**src/rtl/core/gsms_pkg.sv**
```systemverilog
// Shared types, constants and helpers of the gantry square move sequencer.
package gsms_pkg;

  // Board size (squares per side) and field widths
  localparam int BOARD_SIDE = 8;
  localparam int COORD_W    = 3;
  localparam int SQ_W       = 3;
  localparam int STEPS_W    = 12;
  localparam int HALF_W     = 16;
  localparam int PAUSE_W    = 20;
  localparam int CFG_IDX_W  = 2;
  localparam int CFG_DATA_W = 20;

  // Configuration register indexes
  localparam logic [CFG_IDX_W-1:0] CFG_STEPS_STRAIGHT = 2'd0;
  localparam logic [CFG_IDX_W-1:0] CFG_STEPS_DIAGONAL = 2'd1;
  localparam logic [CFG_IDX_W-1:0] CFG_HALF_PERIOD    = 2'd2;
  localparam logic [CFG_IDX_W-1:0] CFG_PAUSE          = 2'd3;

  // Register reset values
  localparam logic [STEPS_W-1:0] STEPS_STRAIGHT_RST = 12'd180;
  localparam logic [STEPS_W-1:0] STEPS_DIAGONAL_RST = 12'd360;
  localparam logic [HALF_W-1:0]  HALF_PERIOD_RST    = 16'd1000;
  localparam logic [PAUSE_W-1:0] PAUSE_RST          = 20'd500000;

  // Request types
  localparam logic REQ_MOVE = 1'b0;
  localparam logic REQ_TICK = 1'b1;

  // Motor patterns, bit order {power_b, power_a, dir_b, dir_a}
  localparam logic [3:0] PAT_RIGHT    = 4'b1110;
  localparam logic [3:0] PAT_LEFT     = 4'b1101;
  localparam logic [3:0] PAT_UP       = 4'b1100;
  localparam logic [3:0] PAT_DOWN     = 4'b1111;
  localparam logic [3:0] PAT_DIAG_PP  = 4'b0101;
  localparam logic [3:0] PAT_DIAG_NN  = 4'b0100;
  localparam logic [3:0] PAT_DIAG_PN  = 4'b1010;
  localparam logic [3:0] PAT_DIAG_NP  = 4'b1000;

  // Per-square timing phase
  typedef enum logic [1:0] {
    PH_IDLE  = 2'd0,
    PH_HIGH  = 2'd1,
    PH_LOW   = 2'd2,
    PH_PAUSE = 2'd3
  } phase_t;

  // Configuration register set
  typedef struct packed {
    logic [STEPS_W-1:0] steps_straight;
    logic [STEPS_W-1:0] steps_diagonal;
    logic [HALF_W-1:0]  half_period_ticks;
    logic [PAUSE_W-1:0] pause_ticks;
  } cfg_t;

  // One input request
  typedef struct packed {
    logic               req_type;
    logic [COORD_W-1:0] target_file;
    logic [COORD_W-1:0] target_rank;
  } req_t;

  // One result
  typedef struct packed {
    logic dir_a;
    logic dir_b;
    logic step_a;
    logic step_b;
    logic busy_res;
    logic move_done;
    logic rejected;
  } res_t;

  // Saturate a target coordinate to the last square of the board
  function automatic logic [COORD_W-1:0] clamp_coord(input logic [COORD_W-1:0] v);
    logic [COORD_W+1:0] side;
    side = (COORD_W+2)'(BOARD_SIDE);
    if ((COORD_W+2)'(v) >= side) begin
      clamp_coord = COORD_W'(BOARD_SIDE - 1);
    end else begin
      clamp_coord = v;
    end
  endfunction

endpackage

```
**src/rtl/core/gsms_req_if.sv**
```systemverilog
// Request channel interface: valid/ready handshake with move or tick payload.
interface gsms_req_if;
  logic                         valid;
  logic                         ready;
  logic                         req_type;
  logic [gsms_pkg::COORD_W-1:0] target_file;
  logic [gsms_pkg::COORD_W-1:0] target_rank;

  modport source (output valid, output req_type, output target_file,
                  output target_rank, input ready);
  modport sink   (input valid, input req_type, input target_file,
                  input target_rank, output ready);
endinterface

```
**src/rtl/core/gsms_res_if.sv**
```systemverilog
// Result channel interface: valid/ready handshake with pin and status payload.
interface gsms_res_if;
  logic valid;
  logic ready;
  logic dir_a;
  logic dir_b;
  logic step_a;
  logic step_b;
  logic busy_res;
  logic move_done;
  logic rejected;

  modport source (output valid, output dir_a, output dir_b, output step_a,
                  output step_b, output busy_res, output move_done,
                  output rejected, input ready);
  modport sink   (input valid, input dir_a, input dir_b, input step_a,
                  input step_b, input busy_res, input move_done,
                  input rejected, output ready);
endinterface

```
**src/rtl/core/gantry_square_move_sequencer.sv**
```systemverilog
// Gantry square move sequencer: one request per clock through an input
// register, a single-pass sequencer core and a result register. Each request
// (a move to a target square, or one time tick) yields exactly one result
// after passing the input register and the result register, and a new
// request is taken every cycle while the result side keeps up; throughput is
// set by the state update of the core. Move requests that arrive while a move
// is running are dropped and flagged as rejected. Configuration writes take
// effect on the next cycle and are meant for idle periods.
module gantry_square_move_sequencer (
  input  logic                            clk,
  input  logic                            rst_n,
  gsms_req_if.sink                        in_req,
  gsms_res_if.source                      out_res,
  input  logic                            cfg_we,
  input  logic [gsms_pkg::CFG_IDX_W-1:0]  cfg_idx,
  input  logic [gsms_pkg::CFG_DATA_W-1:0] cfg_wdata
);

  gsms_pkg::cfg_t cfg;
  gsms_pkg::req_t req_r, req_nxt;
  gsms_pkg::res_t res_r, core_res;
  logic           req_valid_r, res_valid_r;
  logic           adv, in_ready;

  gsms_cfg_regs u_cfg (
    .clk       (clk),
    .rst_n     (rst_n),
    .cfg_we    (cfg_we),
    .cfg_idx   (cfg_idx),
    .cfg_wdata (cfg_wdata),
    .cfg       (cfg)
  );

  // Advance a request into the result register when that register is free or being read out
  assign adv      = req_valid_r && (!res_valid_r || out_res.ready);
  assign in_ready = !req_valid_r || adv;
  assign in_req.ready = in_ready;

  assign req_nxt.req_type    = in_req.req_type;
  assign req_nxt.target_file = in_req.target_file;
  assign req_nxt.target_rank = in_req.target_rank;

  // Input register
  always_ff @(posedge clk) begin
    if (!rst_n) begin
      req_valid_r <= 1'b0;
    end else if (in_ready) begin
      req_valid_r <= in_req.valid;
    end
  end

  always_ff @(posedge clk) begin
    if (in_ready && in_req.valid) begin
      req_r <= req_nxt;
    end
  end

  gsms_seq_core u_core (
    .clk     (clk),
    .rst_n   (rst_n),
    .step_en (adv),
    .req     (req_r),
    .cfg     (cfg),
    .res     (core_res)
  );

  // Result register
  always_ff @(posedge clk) begin
    if (!rst_n) begin
      res_valid_r <= 1'b0;
    end else if (adv) begin
      res_valid_r <= 1'b1;
    end else if (out_res.ready) begin
      res_valid_r <= 1'b0;
    end
  end

  always_ff @(posedge clk) begin
    if (adv) begin
      res_r <= core_res;
    end
  end

  assign out_res.valid     = res_valid_r;
  assign out_res.dir_a     = res_r.dir_a;
  assign out_res.dir_b     = res_r.dir_b;
  assign out_res.step_a    = res_r.step_a;
  assign out_res.step_b    = res_r.step_b;
  assign out_res.busy_res  = res_r.busy_res;
  assign out_res.move_done = res_r.move_done;
  assign out_res.rejected  = res_r.rejected;

endmodule

```
**src/rtl/core/gsms_cfg_regs.sv**
```systemverilog
// Configuration register file of the sequencer.
module gsms_cfg_regs (
  input  logic                            clk,
  input  logic                            rst_n,
  input  logic                            cfg_we,
  input  logic [gsms_pkg::CFG_IDX_W-1:0]  cfg_idx,
  input  logic [gsms_pkg::CFG_DATA_W-1:0] cfg_wdata,
  output gsms_pkg::cfg_t                  cfg
);

  gsms_pkg::cfg_t cfg_r;

  // Write the addressed register
  always_ff @(posedge clk) begin
    if (!rst_n) begin
      cfg_r.steps_straight    <= gsms_pkg::STEPS_STRAIGHT_RST;
      cfg_r.steps_diagonal    <= gsms_pkg::STEPS_DIAGONAL_RST;
      cfg_r.half_period_ticks <= gsms_pkg::HALF_PERIOD_RST;
      cfg_r.pause_ticks       <= gsms_pkg::PAUSE_RST;
    end else if (cfg_we) begin
      case (cfg_idx)
        gsms_pkg::CFG_STEPS_STRAIGHT: cfg_r.steps_straight    <= cfg_wdata[gsms_pkg::STEPS_W-1:0];
        gsms_pkg::CFG_STEPS_DIAGONAL: cfg_r.steps_diagonal    <= cfg_wdata[gsms_pkg::STEPS_W-1:0];
        gsms_pkg::CFG_HALF_PERIOD:    cfg_r.half_period_ticks <= cfg_wdata[gsms_pkg::HALF_W-1:0];
        gsms_pkg::CFG_PAUSE:          cfg_r.pause_ticks       <= cfg_wdata[gsms_pkg::PAUSE_W-1:0];
        default: ;
      endcase
    end
  end

  assign cfg = cfg_r;

endmodule

```
**src/rtl/core/gsms_seq_core.sv**
```systemverilog
// Move planner and pulse timing state machine: one request per enabled cycle.
module gsms_seq_core (
  input  logic           clk,
  input  logic           rst_n,
  input  logic           step_en,
  input  gsms_pkg::req_t req,
  input  gsms_pkg::cfg_t cfg,
  output gsms_pkg::res_t res
);

  logic [gsms_pkg::COORD_W-1:0] pos_x_r, pos_x_nxt, pos_y_r, pos_y_nxt;
  gsms_pkg::phase_t             phase_r, phase_nxt;
  logic [3:0]                   pattern_r, pattern_nxt, leg2_pattern_r, leg2_pattern_nxt;
  logic [gsms_pkg::SQ_W-1:0]    squares_left_r, squares_left_nxt;
  logic [gsms_pkg::SQ_W-1:0]    leg2_squares_r, leg2_squares_nxt;
  logic [gsms_pkg::STEPS_W-1:0] step_count_r, step_count_nxt;
  logic [gsms_pkg::PAUSE_W-1:0] delay_count_r, delay_count_nxt;
  logic [1:0]                   dir_latch_r, dir_latch_nxt;

  // Planner and timing temporaries
  logic [gsms_pkg::COORD_W-1:0] tx, ty;
  logic signed [gsms_pkg::COORD_W:0] dx, dy, ndy;
  logic [gsms_pkg::SQ_W-1:0]    adx, ady, sl_dec;
  logic [3:0]                   ypat, begin_pat;
  logic                         do_begin, end_sq;
  logic [gsms_pkg::STEPS_W-1:0] steps_sel, steps_load, sc_dec;
  logic [gsms_pkg::HALF_W-1:0]  half_load;
  logic [gsms_pkg::PAUSE_W-1:0] dc_dec;
  logic                         sa, sb, done, rej;

  always_comb begin
    // Hold by default
    pos_x_nxt        = pos_x_r;
    pos_y_nxt        = pos_y_r;
    phase_nxt        = phase_r;
    pattern_nxt      = pattern_r;
    leg2_pattern_nxt = leg2_pattern_r;
    squares_left_nxt = squares_left_r;
    leg2_squares_nxt = leg2_squares_r;
    step_count_nxt   = step_count_r;
    delay_count_nxt  = delay_count_r;
    dir_latch_nxt    = dir_latch_r;
    sa               = 1'b0;
    sb               = 1'b0;
    done             = 1'b0;
    rej              = 1'b0;
    do_begin         = 1'b0;
    end_sq           = 1'b0;
    begin_pat        = pattern_r;

    // Target and deltas from the stored position
    tx  = gsms_pkg::clamp_coord(req.target_file);
    ty  = gsms_pkg::clamp_coord(req.target_rank);
    dx  = $signed({1'b0, tx}) - $signed({1'b0, pos_x_r});
    dy  = $signed({1'b0, ty}) - $signed({1'b0, pos_y_r});
    ndy = -dy;
    adx = dx[gsms_pkg::COORD_W] ? gsms_pkg::SQ_W'(-dx) : gsms_pkg::SQ_W'(dx);
    ady = dy[gsms_pkg::COORD_W] ? gsms_pkg::SQ_W'(ndy) : gsms_pkg::SQ_W'(dy);
    ypat = (dy > 0) ? gsms_pkg::PAT_UP : gsms_pkg::PAT_DOWN;

    // Counter decrements
    dc_dec = (delay_count_r != '0) ? delay_count_r - 1'b1 : '0;
    sc_dec = (step_count_r != '0) ? step_count_r - 1'b1 : '0;
    sl_dec = (squares_left_r != '0) ? squares_left_r - 1'b1 : '0;
    half_load = (cfg.half_period_ticks == '0) ? gsms_pkg::HALF_W'(1) : cfg.half_period_ticks;

    if (step_en) begin
      if (req.req_type == gsms_pkg::REQ_MOVE) begin
        if (phase_r != gsms_pkg::PH_IDLE) begin
          // Drop a request that arrives mid-move
          rej = 1'b1;
        end else begin
          // Plan the move: one diagonal leg, or an X leg then a Y leg (either may be absent)
          pos_x_nxt        = tx;
          pos_y_nxt        = ty;
          leg2_squares_nxt = '0;
          if (dx == dy) begin
            begin_pat        = (dx > 0) ? gsms_pkg::PAT_DIAG_PP : gsms_pkg::PAT_DIAG_NN;
            squares_left_nxt = adx;
          end else if (dx == ndy) begin
            begin_pat        = (dx > 0) ? gsms_pkg::PAT_DIAG_PN : gsms_pkg::PAT_DIAG_NP;
            squares_left_nxt = adx;
          end else if (dx != 0) begin
            begin_pat        = (dx > 0) ? gsms_pkg::PAT_RIGHT : gsms_pkg::PAT_LEFT;
            squares_left_nxt = adx;
            leg2_pattern_nxt = ypat;
            leg2_squares_nxt = ady;
          end else begin
            begin_pat        = ypat;
            squares_left_nxt = ady;
          end
          pattern_nxt = begin_pat;
          if (squares_left_nxt == '0) begin
            phase_nxt = gsms_pkg::PH_IDLE;
            done      = 1'b1;
          end else begin
            do_begin = 1'b1;
          end
        end
      end else if (phase_r != gsms_pkg::PH_IDLE) begin
        // Drive step pins in the high phase, then advance time
        if (phase_r == gsms_pkg::PH_HIGH) begin
          sa = pattern_r[2];
          sb = pattern_r[3];
        end
        delay_count_nxt = dc_dec;
        if (dc_dec == '0) begin
          case (phase_r)
            gsms_pkg::PH_HIGH: begin
              phase_nxt       = gsms_pkg::PH_LOW;
              delay_count_nxt = gsms_pkg::PAUSE_W'(half_load);
            end
            gsms_pkg::PH_LOW: begin
              step_count_nxt = sc_dec;
              if (sc_dec != '0) begin
                phase_nxt       = gsms_pkg::PH_HIGH;
                delay_count_nxt = gsms_pkg::PAUSE_W'(half_load);
              end else if (cfg.pause_ticks != '0) begin
                phase_nxt       = gsms_pkg::PH_PAUSE;
                delay_count_nxt = cfg.pause_ticks;
              end else begin
                end_sq = 1'b1;
              end
            end
            gsms_pkg::PH_PAUSE: end_sq = 1'b1;
            default: ;
          endcase
        end
        // Advance to the next square, the second leg, or finish
        if (end_sq) begin
          squares_left_nxt = sl_dec;
          if (sl_dec != '0) begin
            do_begin = 1'b1;
          end else if (leg2_squares_r != '0) begin
            begin_pat        = leg2_pattern_r;
            pattern_nxt      = leg2_pattern_r;
            squares_left_nxt = leg2_squares_r;
            leg2_squares_nxt = '0;
            do_begin         = 1'b1;
          end else begin
            phase_nxt = gsms_pkg::PH_IDLE;
            done      = 1'b1;
          end
        end
      end
    end

    // Start a square: latch direction, load pulse counters
    steps_sel  = (begin_pat[2] != begin_pat[3]) ? cfg.steps_diagonal : cfg.steps_straight;
    steps_load = (steps_sel == '0) ? gsms_pkg::STEPS_W'(1) : steps_sel;
    if (do_begin) begin
      dir_latch_nxt   = begin_pat[1:0];
      step_count_nxt  = steps_load;
      delay_count_nxt = gsms_pkg::PAUSE_W'(half_load);
      phase_nxt       = gsms_pkg::PH_HIGH;
    end

    res.dir_a     = dir_latch_nxt[0];
    res.dir_b     = dir_latch_nxt[1];
    res.step_a    = sa;
    res.step_b    = sb;
    res.busy_res  = (phase_nxt != gsms_pkg::PH_IDLE);
    res.move_done = done;
    res.rejected  = rej;
  end

  // State registers
  always_ff @(posedge clk) begin
    if (!rst_n) begin
      pos_x_r        <= '0;
      pos_y_r        <= '0;
      phase_r        <= gsms_pkg::PH_IDLE;
      pattern_r      <= '0;
      leg2_pattern_r <= '0;
      squares_left_r <= '0;
      leg2_squares_r <= '0;
      step_count_r   <= '0;
      delay_count_r  <= '0;
      dir_latch_r    <= '0;
    end else begin
      pos_x_r        <= pos_x_nxt;
      pos_y_r        <= pos_y_nxt;
      phase_r        <= phase_nxt;
      pattern_r      <= pattern_nxt;
      leg2_pattern_r <= leg2_pattern_nxt;
      squares_left_r <= squares_left_nxt;
      leg2_squares_r <= leg2_squares_nxt;
      step_count_r   <= step_count_nxt;
      delay_count_r  <= delay_count_nxt;
      dir_latch_r    <= dir_latch_nxt;
    end
  end

endmodule
```
**src/flat_wrapper.sv**
```systemverilog
// flat-port wrapper written by rule: the top's interface ports become plain ports
module gantry_square_move_sequencer_flat 
  (clk, rst_n, cfg_we, cfg_idx, cfg_wdata, in_req_valid, in_req_req_type, in_req_target_file, in_req_target_rank, in_req_ready, out_res_valid, out_res_dir_a, out_res_dir_b, out_res_step_a, out_res_step_b, out_res_busy_res, out_res_move_done, out_res_rejected, out_res_ready);
  gsms_req_if in_req_i ();
  gsms_res_if out_res_i ();
  input  logic clk;
  input  logic rst_n;
  input  logic cfg_we;
  input  logic [gsms_pkg::CFG_IDX_W-1:0] cfg_idx;
  input  logic [gsms_pkg::CFG_DATA_W-1:0] cfg_wdata;
  input wire logic [$bits(in_req_i.valid)-1:0] in_req_valid;
  input wire logic [$bits(in_req_i.req_type)-1:0] in_req_req_type;
  input wire logic [$bits(in_req_i.target_file)-1:0] in_req_target_file;
  input wire logic [$bits(in_req_i.target_rank)-1:0] in_req_target_rank;
  output wire logic [$bits(in_req_i.ready)-1:0] in_req_ready;
  output wire logic [$bits(out_res_i.valid)-1:0] out_res_valid;
  output wire logic [$bits(out_res_i.dir_a)-1:0] out_res_dir_a;
  output wire logic [$bits(out_res_i.dir_b)-1:0] out_res_dir_b;
  output wire logic [$bits(out_res_i.step_a)-1:0] out_res_step_a;
  output wire logic [$bits(out_res_i.step_b)-1:0] out_res_step_b;
  output wire logic [$bits(out_res_i.busy_res)-1:0] out_res_busy_res;
  output wire logic [$bits(out_res_i.move_done)-1:0] out_res_move_done;
  output wire logic [$bits(out_res_i.rejected)-1:0] out_res_rejected;
  input wire logic [$bits(out_res_i.ready)-1:0] out_res_ready;
  assign in_req_i.valid = in_req_valid;
  assign in_req_i.req_type = in_req_req_type;
  assign in_req_i.target_file = in_req_target_file;
  assign in_req_i.target_rank = in_req_target_rank;
  assign in_req_ready = in_req_i.ready;
  assign out_res_valid = out_res_i.valid;
  assign out_res_dir_a = out_res_i.dir_a;
  assign out_res_dir_b = out_res_i.dir_b;
  assign out_res_step_a = out_res_i.step_a;
  assign out_res_step_b = out_res_i.step_b;
  assign out_res_busy_res = out_res_i.busy_res;
  assign out_res_move_done = out_res_i.move_done;
  assign out_res_rejected = out_res_i.rejected;
  assign out_res_i.ready = out_res_ready;
  gantry_square_move_sequencer u_core (.clk(clk), .rst_n(rst_n), .in_req(in_req_i), .out_res(out_res_i), .cfg_we(cfg_we), .cfg_idx(cfg_idx), .cfg_wdata(cfg_wdata));
endmodule
```
**config.mk**
```make
export PLATFORM = sky130hd
export DESIGN_NAME = gantry_square_move_sequencer_flat
export DESIGN_NICKNAME = d
export VERILOG_FILES = /design/src/rtl/core/gsms_pkg.sv /design/src/rtl/core/gsms_req_if.sv /design/src/rtl/core/gsms_res_if.sv /design/src/rtl/core/gantry_square_move_sequencer.sv /design/src/rtl/core/gsms_cfg_regs.sv /design/src/rtl/core/gsms_seq_core.sv /design/src/flat_wrapper.sv
export SDC_FILE = /design/constraint.sdc
export NUM_CORES = 1
export LEC_CHECK = 0
export BUFFER_PORTS_ARGS = -buffer_cell sky130_fd_sc_hd__buf_4
export CAP_MARGIN = 20
export CELL_PAD_IN_SITES_DETAIL_PLACEMENT = 0
export CELL_PAD_IN_SITES_GLOBAL_PLACEMENT = 2
export CORE_MARGIN = 2
export CORE_UTILIZATION = 38
export CTS_BUF_LIST = sky130_fd_sc_hd__clkbuf_8
export CTS_CLUSTER_DIAMETER = 150
export DETAILED_ROUTE_END_ITERATION = 8
export PLACE_DENSITY = 0.9
export SLEW_MARGIN = 20
export SYNTH_ARGS = -nofsm -noshare
export SYNTH_HDL_FRONTEND = slang
export SYNTH_SLANG_ARGS = --single-unit
```
**constraint.sdc**
```tcl
create_clock -name clk -period 5.1 [get_ports clk]
set_input_delay 0.765 -clock clk [delete_from_list [all_inputs] [get_ports clk]]
set_output_delay 0.765 -clock clk [all_outputs]
set_load 0.01 [all_outputs]
```
# [After elaboration in Yosys (flattened, before gate mapping)]
# Cells that the tools add are included.
[word_totals] elab_cells=191 ff_bits=132 inputBits=34
[classes] n_eq_ne=14 muxes=96 n_bitwise=5 magnitude_cmp=2 n_reduce_logical=40 addsub=7
[op_table] cell="$mux W12" n=9
[op_table] cell="$mux W16" n=5
[op_table] cell="$mux W20" n=4
[op_table] cell="$mux W3" n=25
[op_table] cell="$pmux W20 S2" n=1
[op_table] cell="$reduce_bool A20 Y1" n=2
[op_table] cell="$mux W2" n=17
[op_table] cell="$mux W4" n=8
[op_table] cell="$reduce_bool A32 Y1" n=1
[op_table] cell="$mux W1" n=25
[op_table] cell="$reduce_bool A12 Y1" n=2
[op_table] cell="$logic_not A20 Y1" n=1
[op_table] cell="$sub A20 B1 Y20 const B" n=1
[op_table] cell="$logic_not A16 Y1" n=1
[op_table] cell="$reduce_bool A2 Y1" n=8
[op_table] cell="$logic_not A12 Y1" n=1
[op_table] cell="$reduce_and A3 Y1" n=4
[op_table] cell="$reduce_and A6 Y1" n=2
[op_table] cell="$sub A12 B1 Y12 const B" n=1
[op_table] cell="$reduce_bool A3 Y1" n=3
[op_table] cell="$eq A2 B2 Y1 const B" n=4
[op_table] cell="$eq A4 B4 Y1" n=2
[op_table] cell="$gt A4 B1 Y1 const B" n=2
[op_table] cell="$ne A2 B2 Y1 const B" n=4
[op_table] cell="19 further kinds" n=31

# [Logic depth before layout (Yosys ltp)]
# Gate-level depths: netlist of the first run.
[logic_depth] word_depth=18 depth_mapped=16 depth_no_buf=15

# [By module]
# From an unflattened synthesis of the first run, not the netlist that was laid out.
[unflattened] cells_unflattened=885 area_unflattened_um2=7559.8
[modules_own_cells] module="gsms_seq_core" cells_per_inst=627 n_inst=1 area_per_inst_um2=4668.2
[modules_own_cells] module="gsms_cfg_regs" cells_per_inst=235 n_inst=1 area_per_inst_um2=2367.3
[modules_own_cells] module="gantry_square_move_sequencer" cells_per_inst=23 n_inst=1 area_per_inst_um2=524.3

# [Worst setup path before layout of the first run]
# No wires, ideal clock.
[synth_timing] path_kind="flip-flop to flip-flop" from="register u_core.req_r[3] (netlist bit)" to="register u_core.res_r, in the netlist u_core.out_res.busy_res (data pin)" stages_incl_launch_ff=14 t_arrival_ps=3523 n_path_buf=0 required_ps=4828 slack_ps=1305 setup_ps=272 cell_sequence="edfxtp_1 > inv_1 > ha_1 > inv_1 > fa_1 > xnor2_1 > xnor3_1 > or3_1 > o21ai_1 > mux2i_1 > nand2_1 > o21ai_0 > a21oi_1 > or4_1"
[synth_rtl] element="from (decl)" line="gantry_square_move_sequencer.sv:20" text="gsms_pkg::req_t req_r, req_nxt;"
[synth_rtl] element="from (signal assigned)" line="gantry_square_move_sequencer.sv:54" text="req_r <= req_nxt;"
[synth_rtl] element="to (signal assigned)" line="gantry_square_move_sequencer.sv:80" text="res_r <= core_res;"
[synth_rtl] element="to (decl)" line="gantry_square_move_sequencer.sv:21" text="gsms_pkg::res_t res_r, core_res;"

# [Worst setup path in the final report of the first run]
[layout_timing] from="register u_core.u_core.delay_count_r[0] (netlist bit)" to="register u_core.u_core.step_count_r[2] (netlist bit)"
[layout_via] elab_chain_cells=16 word_cells_on_any_way=27 cone_classes="1 x add/sub; 1 x eq/ne; 16 x mux; 9 x reduce/logical"
[layout_lines] element="from (decl)" line="gsms_seq_core.sv:17" text="logic [gsms_pkg::PAUSE_W-1:0] delay_count_r, delay_count_nxt;"
[layout_lines] element="from (signal assigned)" line="gsms_seq_core.sv:189" text="delay_count_r <= delay_count_nxt;"
[layout_lines] element="$sub A20 B1 Y20 or $reduce_bool A20 Y1 (tied branches)" line="gsms_seq_core.sv:62" text="dc_dec = (delay_count_r != '0) ? delay_count_r - 1'b1 : '0;"
[layout_lines] element="$mux W20 *" line="gsms_seq_core.sv:62"
[layout_lines] element="$logic_not A20 Y1 *" line="gsms_seq_core.sv:107" text="if (dc_dec == '0) begin"
[layout_lines] element="$mux W1" line="gsms_seq_core.sv:107"
[layout_lines] element="$mux W1" line="gsms_seq_core.sv:100" text="end else if (phase_r != gsms_pkg::PH_IDLE) begin"
[layout_lines] element="$mux W1" line="gsms_seq_core.sv:68" text="if (req.req_type == gsms_pkg::REQ_MOVE) begin"
[layout_lines] element="$mux W1" line="gsms_seq_core.sv:67" text="if (step_en) begin"
[layout_lines] element="$mux W4 (3 in series)"
[layout_lines] element="$mux W4" line="gsms_seq_core.sv:67"
[layout_lines] element="$ne A1 B1 Y1" line="gsms_seq_core.sv:149" text="steps_sel = (begin_pat[2] != begin_pat[3]) ? cfg.steps_diagonal : cfg.steps_straight;"
[layout_lines] element="$mux W12" line="gsms_seq_core.sv:149"
[layout_lines] element="$logic_not A12 Y1" line="gsms_seq_core.sv:150" text="steps_load = (steps_sel == '0) ? gsms_pkg::STEPS_W'(1) : steps_sel;"
[layout_lines] element="$mux W12" line="gsms_seq_core.sv:150"
[layout_lines] element="$mux W12" line="gsms_seq_core.sv:151" text="if (do_begin) begin"
[layout_lines] element="to (signal assigned)" line="gsms_seq_core.sv:188" text="step_count_r <= step_count_nxt;"
[layout_lines] element="to (decl)" line="gsms_seq_core.sv:16" text="logic [gsms_pkg::STEPS_W-1:0] step_count_r, step_count_nxt;"
# Mark *: on every way between the ends. The rest lies on a longest branch, timed or not. The select of a mux whose other input is x is not followed.
# A chain may end at the register's enable or synchronous reset.

==> results of run 1 <==
flip-flops by register name, summed over array words and instances, names as in the netlist, 2 cells and up:
| register | flops |
|---|---|
| u_core.u_core.pos_x_r | 3 |
| u_core.u_core.pattern_r | 4 |
| u_core.u_core.phase_r | 2 |
| u_core.u_core.squares_left_r | 3 |
| u_core.u_core.leg2_pattern_r | 2 |
| u_core.u_cfg.cfg | 60 |
| u_core.req_r | 7 |
| u_core.u_core.leg2_squares_r | 3 |
| u_core.u_core.pos_y_r | 3 |
| u_core.u_core.delay_count_r | 20 |
| u_core.u_core.dir_latch_r | 2 |
| u_core.u_core.step_count_r | 12 |
worst max-delay path, stage by stage, from the launching register on:
cell and delay (ps):
dfxtp_1 350, inv_1 120, ha_1 330, or4b_1 680
or3_4 450, a32oi_2 260, nor3_2 90, a31o_4 290
and2_4 190, a221oi_4 380, xor2_4 520, mux2i_1 300
a211oi_2 90
power breakdown:
group          internal [mW]  total (mW)  switching, mW
Clock                  0.363       0.870          0.507
Sequential              1.08        1.14         0.0574
Combinational          0.266       0.688          0.421
Total                   1.71        2.70          0.985
logic make-up (layout without fill, tap and decap cells):
group	count (synthesis)	after routing	share of synthesized area [%]
xor gates and xnor gates	18	18	2.74
AOI/OAI and AO/OA	242	242	20.6
muxes	28	28	3.81
and+or+nand+nor	442	442	27.9
buffers and inverters	81	113	4.49
adders and majority gates	20	20	3.56
DFF	130	130	36.8
Yosys cell counts, drive strengths merged, types with 6 or more instances:
library cell,count
and2,7
nor2,84
a221oi,6
mux2i,25
or4,7
dfxtp,116
a21oi,90
or2,6
a211oi,9
or3,11
xor2,7
xnor2,9
a22oi,15
nand4,7
buf,11
nor3,28
and3,10
edfxtp,14
nand3,43
clkbuf,43
nand2,184
nor4,30
o21ai,68
ha,18
inv,25
routing by layer:
layer / global-route usage [%] / part of all wire [%]
met1: 31.1 / 50
met2: 33.9 / 45
met3: 3.28 / 3.9
met4: 5.68 / 1.1
met5: 0 / 0
per-stage QoR:
step / instance area [um2] / utilization [%] / power [mW]
global route: 8340 / 43.1 / 2.84
floorplan: 7450 / - / 1.66
detailed placement: 7960 / 41.2 / 1.84
CTS: 8330 / 43.1 / 2.71
global placement: 7960 / 41.2 / 1.85
finish: 8340 / 43.1 / 2.70
layout make-up:
class	count	area (um2)	area share [%]
Clock buffer	17	234	2.81
Sequential cell	130	2740	32.9
Timing Repair Buffer	54	405	4.86
Clock inverter	15	143	1.71
Inverter	27	101	1.22
Tap cell	265	332	3.98
Multi-Input combinational cell	750	4380	52.5
worst max path at each step:
stage	slack [ps]	start	cells after the start	endpoint
after floorplan	1310	u_core.req_r[3]$_DFFE_PP_	13	u_core.out_res.busy_res$_DFFE_PP_
after global placement	1060	u_core.u_core.delay_count_r[0]$_SDFFE_PN0P_	12	u_core.u_core.step_count_r[2]$_SDFFE_PN0P_
after detailed placement	940	u_core.u_core.delay_count_r[0]$_SDFFE_PN0P_	12	u_core.u_core.step_count_r[2]$_SDFFE_PN0P_
after CTS	910	u_core.u_core.delay_count_r[0]$_SDFFE_PN0P_	12	u_core.u_core.step_count_r[2]$_SDFFE_PN0P_
after global routing	640	u_core.u_core.delay_count_r[0]$_SDFFE_PN0P_	12	u_core.u_core.step_count_r[1]$_SDFFE_PN0P_
final	900	u_core.u_core.delay_count_r[0]$_SDFFE_PN0P_	12	u_core.u_core.step_count_r[2]$_SDFFE_PN0P_
==> impl_metrics.py, run 1 <==
metrics = {
    "run_status": {
        "status": "finished, final reports clean",
    },
    "logic_synthesis": {
        "synthFlopType": "dfxtp_1",
        "yosys.area.top_type": "dfxtp_1",
        "yosysUniqueCellTypes": 81,
        "async_flop_share_pct": 0,
        "ys_seq_elements": 130,
        "synth_edf_count": 14,
        "yosysWarnings": 0,
        "synthCells": 961,
        "synthesis.area_mm2": 0.00745,
        "ys_seq_area_share_pct": 36.8,
        "synth_area_leaders": "dfxtp_1, nand2_1, a21oi_1, edfxtp_1, o21ai_0",
        "synth_top_area_share_pct": 31.2,
        "syn-num-nets": 1015,
        "syn_area_per_cell_um2": 7.75,
    },
    "timing": {
        "fmax_mhz": 238,
        "rsz0062_at_grt": "no",
        "fin_crit_sh_pct": 82.3,
        "report.final.slew_viol_count": 0,
        "setup-violations-final": 0,
        "fin_ws_ps": 901,
        "final.min_clock_period_ps": 4200,
        "timing.hold.ws_ps": 459,
        "slew_headroom_pct": 45.6,
        "tns_ps": 0,
        "hold_violations": 0,
        "worst_slew_pin_slew_ps": 813,
        "fin_skew_ps": 19.7,
    },
    "final_layout": {
        "fin_cells": 1258,
        "final_common_cell": "nand2_1",
        "fill_cells": 2021,
        "final_cell_mix": "nand2_1, dfxtp_1, a21oi_1",
        "drive_gt1_share_pct": 11.6,
        "antenna_cells": 0,
        "layout.nets": 1034,
        "syn_to_final_growth_pct": 11.9,
    },
    "floorplan": {
        "die_y_um": 144,
        "rows": 51,
        "die_area_mm2": 0.0207,
        "ioPinCount": 43,
        "die_w_um": 144,
        "core_area_mm2": 0.0193,
        "initial_core_util_pct": 38.5,
    },
    "placement": {
        "hpwl_mm": 15.4,
        "numPortBuffers": 42,
        "pre_cts_ws_ps": 943,
        "gp_congestion": 0.890,
        "dp.cells": 1226,
    },
    "route": {
        "wire_per_inst_um": 17.3,
        "final_antenna_net_count": 0,
        "first_pass_iters": 5,
        "via_per_inst": 5.57,
        "routed_wl_mm": 21.7,
        "via_count": 7001,
        "drt-initial-drc-count": 503,
        "drc": 0,
    },
    "grt": {
        "groute.usage.overall_pct": 21.6,
        "grt_pass1_vias": 6405,
        "grt_pass1_wl_mm": 35.0,
        "grt_overflow": 0,
        "grt_max_degree": 56,
        "antenna_found_initial": 0,
    },
    "critical_path": {
        "cp_max_fo": 14,
        "rr_startpoint": "u_core.u_core.delay_count_r[0]$_SDFFE_PN0P_",
        "r2r_end": "u_core.u_core.step_count_r[2]$_SDFFE_PN0P_",
        "worst_ep_arrival_time_ps": 4510,
        "rrSetupSlack_ps": 900,
        "r2r_cells": 12,
        "crit_required_ps": 5410,
        "path_class": "flop to flop",
        "end_kind": "flop",
        "start_kind": "flop",
    },
    "pwr": {
        "cellPowerDensity_mw_per_mm2": 324,
        "p_leak_nw": 3.15,
        "peakVddDrop_v": 0.000232,
    },
    "flow_run": {
        "drv_cap": 0,
    },
    "min_path": {
        "hp-start": "u_core.u_core.pos_x_r[1]$_SDFFE_PN0P_",
        "min_to": "u_core.u_core.pos_x_r[1]$_SDFFE_PN0P_",
        "hold_path.class": "flop to flop",
        "holdPathStages": 2,
    },
    "clock_tree": {
        "cts-root-buf": "clkbuf_8",
        "clock_latency_ps": 460,
        "post_cts_resize_count": 0,
        "cts_sinks": 130,
        "cts_tree": "done",
        "cts_buffers": 17,
        "cts.htree.levels": 4,
        "hold_buffers": 0,
        "clockBufferDepth": 2,
        "post-cts-setup-buffers": 0,
        "path_clk_slew_ps": 90,
    },
}
Note: power is estimated with default switching activity, not from simulation.
==> inputs of run 2 (changes only) <==
- clock period: 5.1 -> 4.35 ns (I/O delays scaled with it)
==> run 2 against run 1 <==
  * Global-route usage up 0.24 points
  * Largest cell class unchanged
  * Sequential power up 17%
  * Flip-flop and latch count unchanged
  * Count of clock-buffer cells in the layout unchanged
  * Highest routed layer unchanged
  * Combinational power up 22%
==> impl_metrics.py, run 2 (synthesis results as in run 1) <==
metrics = {
    "run_status": {
        "status": "finished, final reports clean",
    },
    "grt": {
        "grtUsageMet2_pct": 33.2,
        "grt_pass1_wl_mm": 35.6,
        "grt_overflow": 0,
        "grt_pass1_vias": 6508,
        "grt_max_degree": 47,
        "groute.usage.overall_pct": 21.9,
        "met1_usage_pct": 31.9,
        "antenna_found_initial": 0,
        "use_met3_pct": 3.87,
        "top_usage_layer": "met2",
    },
    "clock_tree": {
        "path_clk_slew_ps": 90,
        "clock_latency_ps": 450,
        "cts-root-buf": "clkbuf_8",
        "cts_sinks": 130,
        "cts_tree": "done",
        "cts_buffers": 17,
        "post_cts_resize_count": 0,
        "post-cts-setup-buffers": 0,
        "cts.htree.levels": 4,
        "clockBufferDepth": 2,
        "hold_buffers": 0,
    },
    "floorplan": {
        "die_area_mm2": 0.0207,
        "ioPinCount": 43,
        "core_area_mm2": 0.0193,
        "die_y_um": 144,
        "die_w_um": 144,
        "rows": 51,
        "initial_core_util_pct": 38.5,
    },
    "final_layout": {
        "fin_cells": 1267,
        "layout.nets": 1043,
        "antenna_cells": 0,
        "finalInstanceArea_mm2": 0.00842,
        "fill_cells": 2041,
        "largest_reg_flops": 60,
        "final_common_cell": "nand2_1",
        "syn_to_final_growth_pct": 13.0,
        "postLayoutCoreUtil_pct": 43.5,
        "final_cell_mix": "nand2_1, dfxtp_1, a21oi_1",
        "drive_gt1_share_pct": 12.4,
    },
    "route": {
        "first_pass_iters": 5,
        "via_count": 6975,
        "final_antenna_net_count": 0,
        "wire_per_inst_um": 17.1,
        "routed_wl_mm": 21.7,
        "drc": 0,
        "drt-initial-drc-count": 507,
        "via_per_inst": 5.51,
    },
    "critical_path": {
        "cp_max_fo": 31,
        "end_kind": "flop",
        "crit_required_ps": 4690,
        "start_kind": "flop",
        "path_class": "flop to flop",
        "worst_ep_arrival_time_ps": 4430,
    },
    "placement": {
        "gp_congestion": 0.915,
        "pre_cts_ws_ps": 302,
        "hpwl_mm": 15.4,
        "numPortBuffers": 42,
        "place_area_mm2": 0.00804,
        "dp.cells": 1235,
    },
    "timing": {
        "fin_skew_ps": 16.9,
        "slew_headroom_pct": 43.6,
        "fin_ws_ps": 262,
        "hold_violations": 0,
        "setup-violations-final": 0,
        "final.min_clock_period_ps": 4090,
        "tns_ps": 0,
        "report.final.slew_viol_count": 0,
        "fin_crit_sh_pct": 94.0,
        "worst_slew_pin_slew_ps": 844,
        "rsz0062_at_grt": "no",
        "timing.hold.ws_ps": 372,
        "fmax_mhz": 245,
    },
    "min_path": {
        "hold_path.class": "primary input to flop",
    },
    "pwr": {
        "cellPowerDensity_mw_per_mm2": 378,
        "p_leak_nw": 3.20,
        "peakVddDrop_v": 0.000186,
        "finalPower_mw": 3.18,
    },
    "flow_run": {
        "drv_cap": 0,
    },
}
run 2: layout make-up:
| type | instances | area [um2] | area share, % |
|---|---|---|---|
| flip-flops and latches | 130 | 2740 | 32.6 |
| clock buffers | 17 | 234 | 2.78 |
| clock inverters | 15 | 143 | 1.69 |
| repair buffers | 63 | 485 | 5.77 |
| inverters | 27 | 101 | 1.20 |
| multi-input cells | 750 | 4380 | 52.0 |
| well taps | 265 | 332 | 3.94 |
run 2: layer usage:
layer	vias up	wire length, um
met5	-	0
met4	0	370
met3	22	819
met2	145	9540
met1	3284	11000
li1	3524	-
run 2: worst paths after layout:
path,start,end,slack [ps],cells past startpoint
max,u_core.req_r[0]$_DFFE_PP_,u_core.u_core.dir_latch_r[1]$_SDFF_PN0_,260,16
min,in_req_req_type,u_core.req_r[6]$_DFFE_PP_,370,1
max reg2reg,u_core.req_r[0]$_DFFE_PP_,u_core.u_core.dir_latch_r[1]$_SDFF_PN0_,260,16
min reg2reg,u_core.u_core.pos_y_r[2]$_SDFFE_PN0P_,u_core.u_core.pos_y_r[2]$_SDFFE_PN0P_,460,2
run 2: worst max-delay path: stages (launching register included):
cell      delay [ps]
edfxtp_1         390
inv_1             70
ha_1             150
inv_1             60
fa_1             570
inv_1             80
ha_1             210
xnor3_1          350
or3_1            400
o21ai_1          360
mux2i_1          130
nand2_1          170
nand2_1           80
nand2_1           90
buf_4            340
mux2_2           390
and2_1           150
run 2: report_power, final:
group | total (mW) | switching, mW | internal, mW
registers | 1.33 | 0.0621 | 1.27
clock network | 1.01 | 0.591 | 0.423
logic | 0.838 | 0.508 | 0.330
total | 3.18 | 1.16 | 2.02
==> inputs of run 3 (changes only) <==
- BUFFER_PORTS_ARGS: -buffer_cell sky130_fd_sc_hd__buf_4 -> -buffer_cell sky130_fd_sc_hd__buf_2
==> run 3 against run 2 <==
  * Clock skew rose by 5.6 ps
  * Flip-flop and latch count unchanged
  * Combinational power fell by 0.7%
  * Largest cell class unchanged
  * Highest routed layer unchanged
==> impl_metrics.py, run 3 (synthesis results as in run 1) <==
metrics = {
    "run_status": {
        "status": "finished, final reports clean",
    },
    "clock_tree": {
        "clock_latency_ps": 450,
        "cts_tree": "done",
        "cts_buffers": 17,
        "cts.htree.levels": 4,
        "clockBufferDepth": 2,
        "post_cts_resize_count": 0,
        "path_clk_slew_ps": 90,
        "post-cts-setup-buffers": 0,
        "cts_sinks": 130,
        "hold_buffers": 0,
        "cts-root-buf": "clkbuf_8",
    },
    "grt": {
        "grt_max_degree": 46,
        "antenna_found_initial": 0,
        "grt_pass1_vias": 6608,
        "groute.usage.overall_pct": 21.9,
        "grt_pass1_wl_mm": 35.6,
        "grt_overflow": 0,
    },
    "pwr": {
        "swShare_pct": 34.1,
        "seqPwrFrac_pct": 40.1,
        "peakVddDrop_v": 0.000263,
        "switchingPower_mw": 1.14,
        "finalPower_mw": 3.33,
        "clockPowerShare_pct": 34.9,
        "power_frac_comb_pct": 25.0,
        "cellPowerDensity_mw_per_mm2": 396,
        "p_int_mw": 2.19,
        "p_leak_nw": 3.21,
    },
    "placement": {
        "numPortBuffers": 42,
        "pre_cts_ws_ps": 259,
        "gp_congestion": 0.893,
        "place_area_mm2": 0.00795,
        "hpwl_mm": 15.3,
    },
    "critical_path": {
        "end_kind": "flop",
        "path_class": "flop to flop",
        "worst_ep_arrival_time_ps": 4350,
        "crit_required_ps": 4670,
        "start_kind": "flop",
        "cp_max_fo": 14,
    },
    "final_layout": {
        "multi_input_area_mm2": 0.00439,
        "finalInstanceArea_mm2": 0.00841,
        "regArea_mm2": 0.00274,
        "largest_reg_flops": 60,
        "final_cell_mix": "nand2_1, dfxtp_1, a21oi_1",
        "antenna_cells": 0,
        "drive_gt1_share_pct": 12.8,
        "syn_to_final_growth_pct": 12.9,
        "final_common_cell": "nand2_1",
        "postLayoutCoreUtil_pct": 43.5,
        "fill_cells": 1972,
        "layout.nets": 1047,
    },
    "route": {
        "first_pass_iters": 5,
        "drt-initial-drc-count": 481,
        "via_count": 7076,
        "drc": 0,
        "via_per_inst": 5.57,
        "wire_per_inst_um": 17.0,
        "routed_wl_mm": 21.6,
        "final_antenna_net_count": 0,
    },
    "timing": {
        "fin_ws_ps": 316,
        "fmax_mhz": 248,
        "fin_crit_sh_pct": 92.7,
        "final.min_clock_period_ps": 4030,
        "hold_violations": 0,
        "fin_skew_ps": 22.5,
        "rsz0062_at_grt": "no",
        "slew_headroom_pct": 43.9,
        "setup-violations-final": 0,
        "tns_ps": 0,
        "report.final.slew_viol_count": 0,
        "worst_slew_pin_slew_ps": 840,
    },
    "floorplan": {
        "die_y_um": 144,
        "die_area_mm2": 0.0207,
        "rows": 51,
        "die_w_um": 144,
        "core_area_mm2": 0.0193,
        "initial_core_util_pct": 38.5,
        "ioPinCount": 43,
    },
    "min_path": {
        "hold_path.class": "primary input to flop",
    },
    "flow_run": {
        "drv_cap": 0,
    },
}
==> run 3: cell count changes in the layout (fill, tap and decap cells not counted), sizes merged <==
cell,previous run,this run
bufinv,0,3
buf,63,67
clkbuf,17,18
clkinv,5,1
==> run 3: power groups by stage <==
| stage | logic, mW | registers (mW) | clock network (mW) |
|---|---|---|---|
| floorplan | 0.614 | 1.34 | 0 |
| global placement | 0.818 | 1.36 | 0 |
| detailed placement | 0.815 | 1.36 | 0 |
| CTS | 0.821 | 1.33 | 1.19 |
| global route | 0.923 | 1.34 | 1.24 |
| finish | 0.832 | 1.34 | 1.16 |
==> run 3: critical path, cell delays in order (launching register included) <==
cell	delay (ps)
dfxtp_1	350
inv_1	130
ha_1	330
or4b_4	600
or3_4	410
a32oi_2	270
nor3_2	90
a31o_4	290
and2_4	190
a221oi_4	380
xor2_4	160
buf_4	250
mux2i_1	320
a21oi_1	100
==> run 3: area by class of cell <==
class | count | share of cell area (%)
inverter | 27 | 1.21
multi-input combinational | 750 | 52.2
tap | 265 | 3.94
timing repair buffer | 67 | 4.88
sequential | 130 | 32.6
clock inverter | 14 | 2.22
clock buffer | 18 | 2.95
==> run 3: path summary, 6_finish.rpt <==
check / endpoint / slack, ps / cells after the start / startpoint
worst max-delay path: u_core.u_core.step_count_r[5]$_SDFFE_PN0P_ / 320 / 13 / u_core.u_core.delay_count_r[0]$_SDFFE_PN0P_
worst min-delay path: u_core.req_r[1]$_DFFE_PP_ / 380 / 1 / in_req_target_rank[1]
worst max register to register: u_core.u_core.step_count_r[5]$_SDFFE_PN0P_ / 320 / 13 / u_core.u_core.delay_count_r[0]$_SDFFE_PN0P_
worst min register to register: u_core.u_core.pos_y_r[2]$_SDFFE_PN0P_ / 460 / 2 / u_core.u_core.pos_y_r[2]$_SDFFE_PN0P_
==> run 3: per-layer routing <==
layer	wire (um)	vias up	GRT usage, %
li1	-	3526	-
met3	1100	24	3.74
met2	9600	172	33.4
met1	10500	3354	31.7
met4	350	0	6.14
met5	0	-	0
==> run 3: per-stage QoR <==
stage	cells	hold slack, ps
2_1_floorplan	961	433
3_3_place_gp	1238	443
3_5_place_dp	1238	451
4_1_cts	1270	342
5_1_grt	1271	332
6_report	1271	376
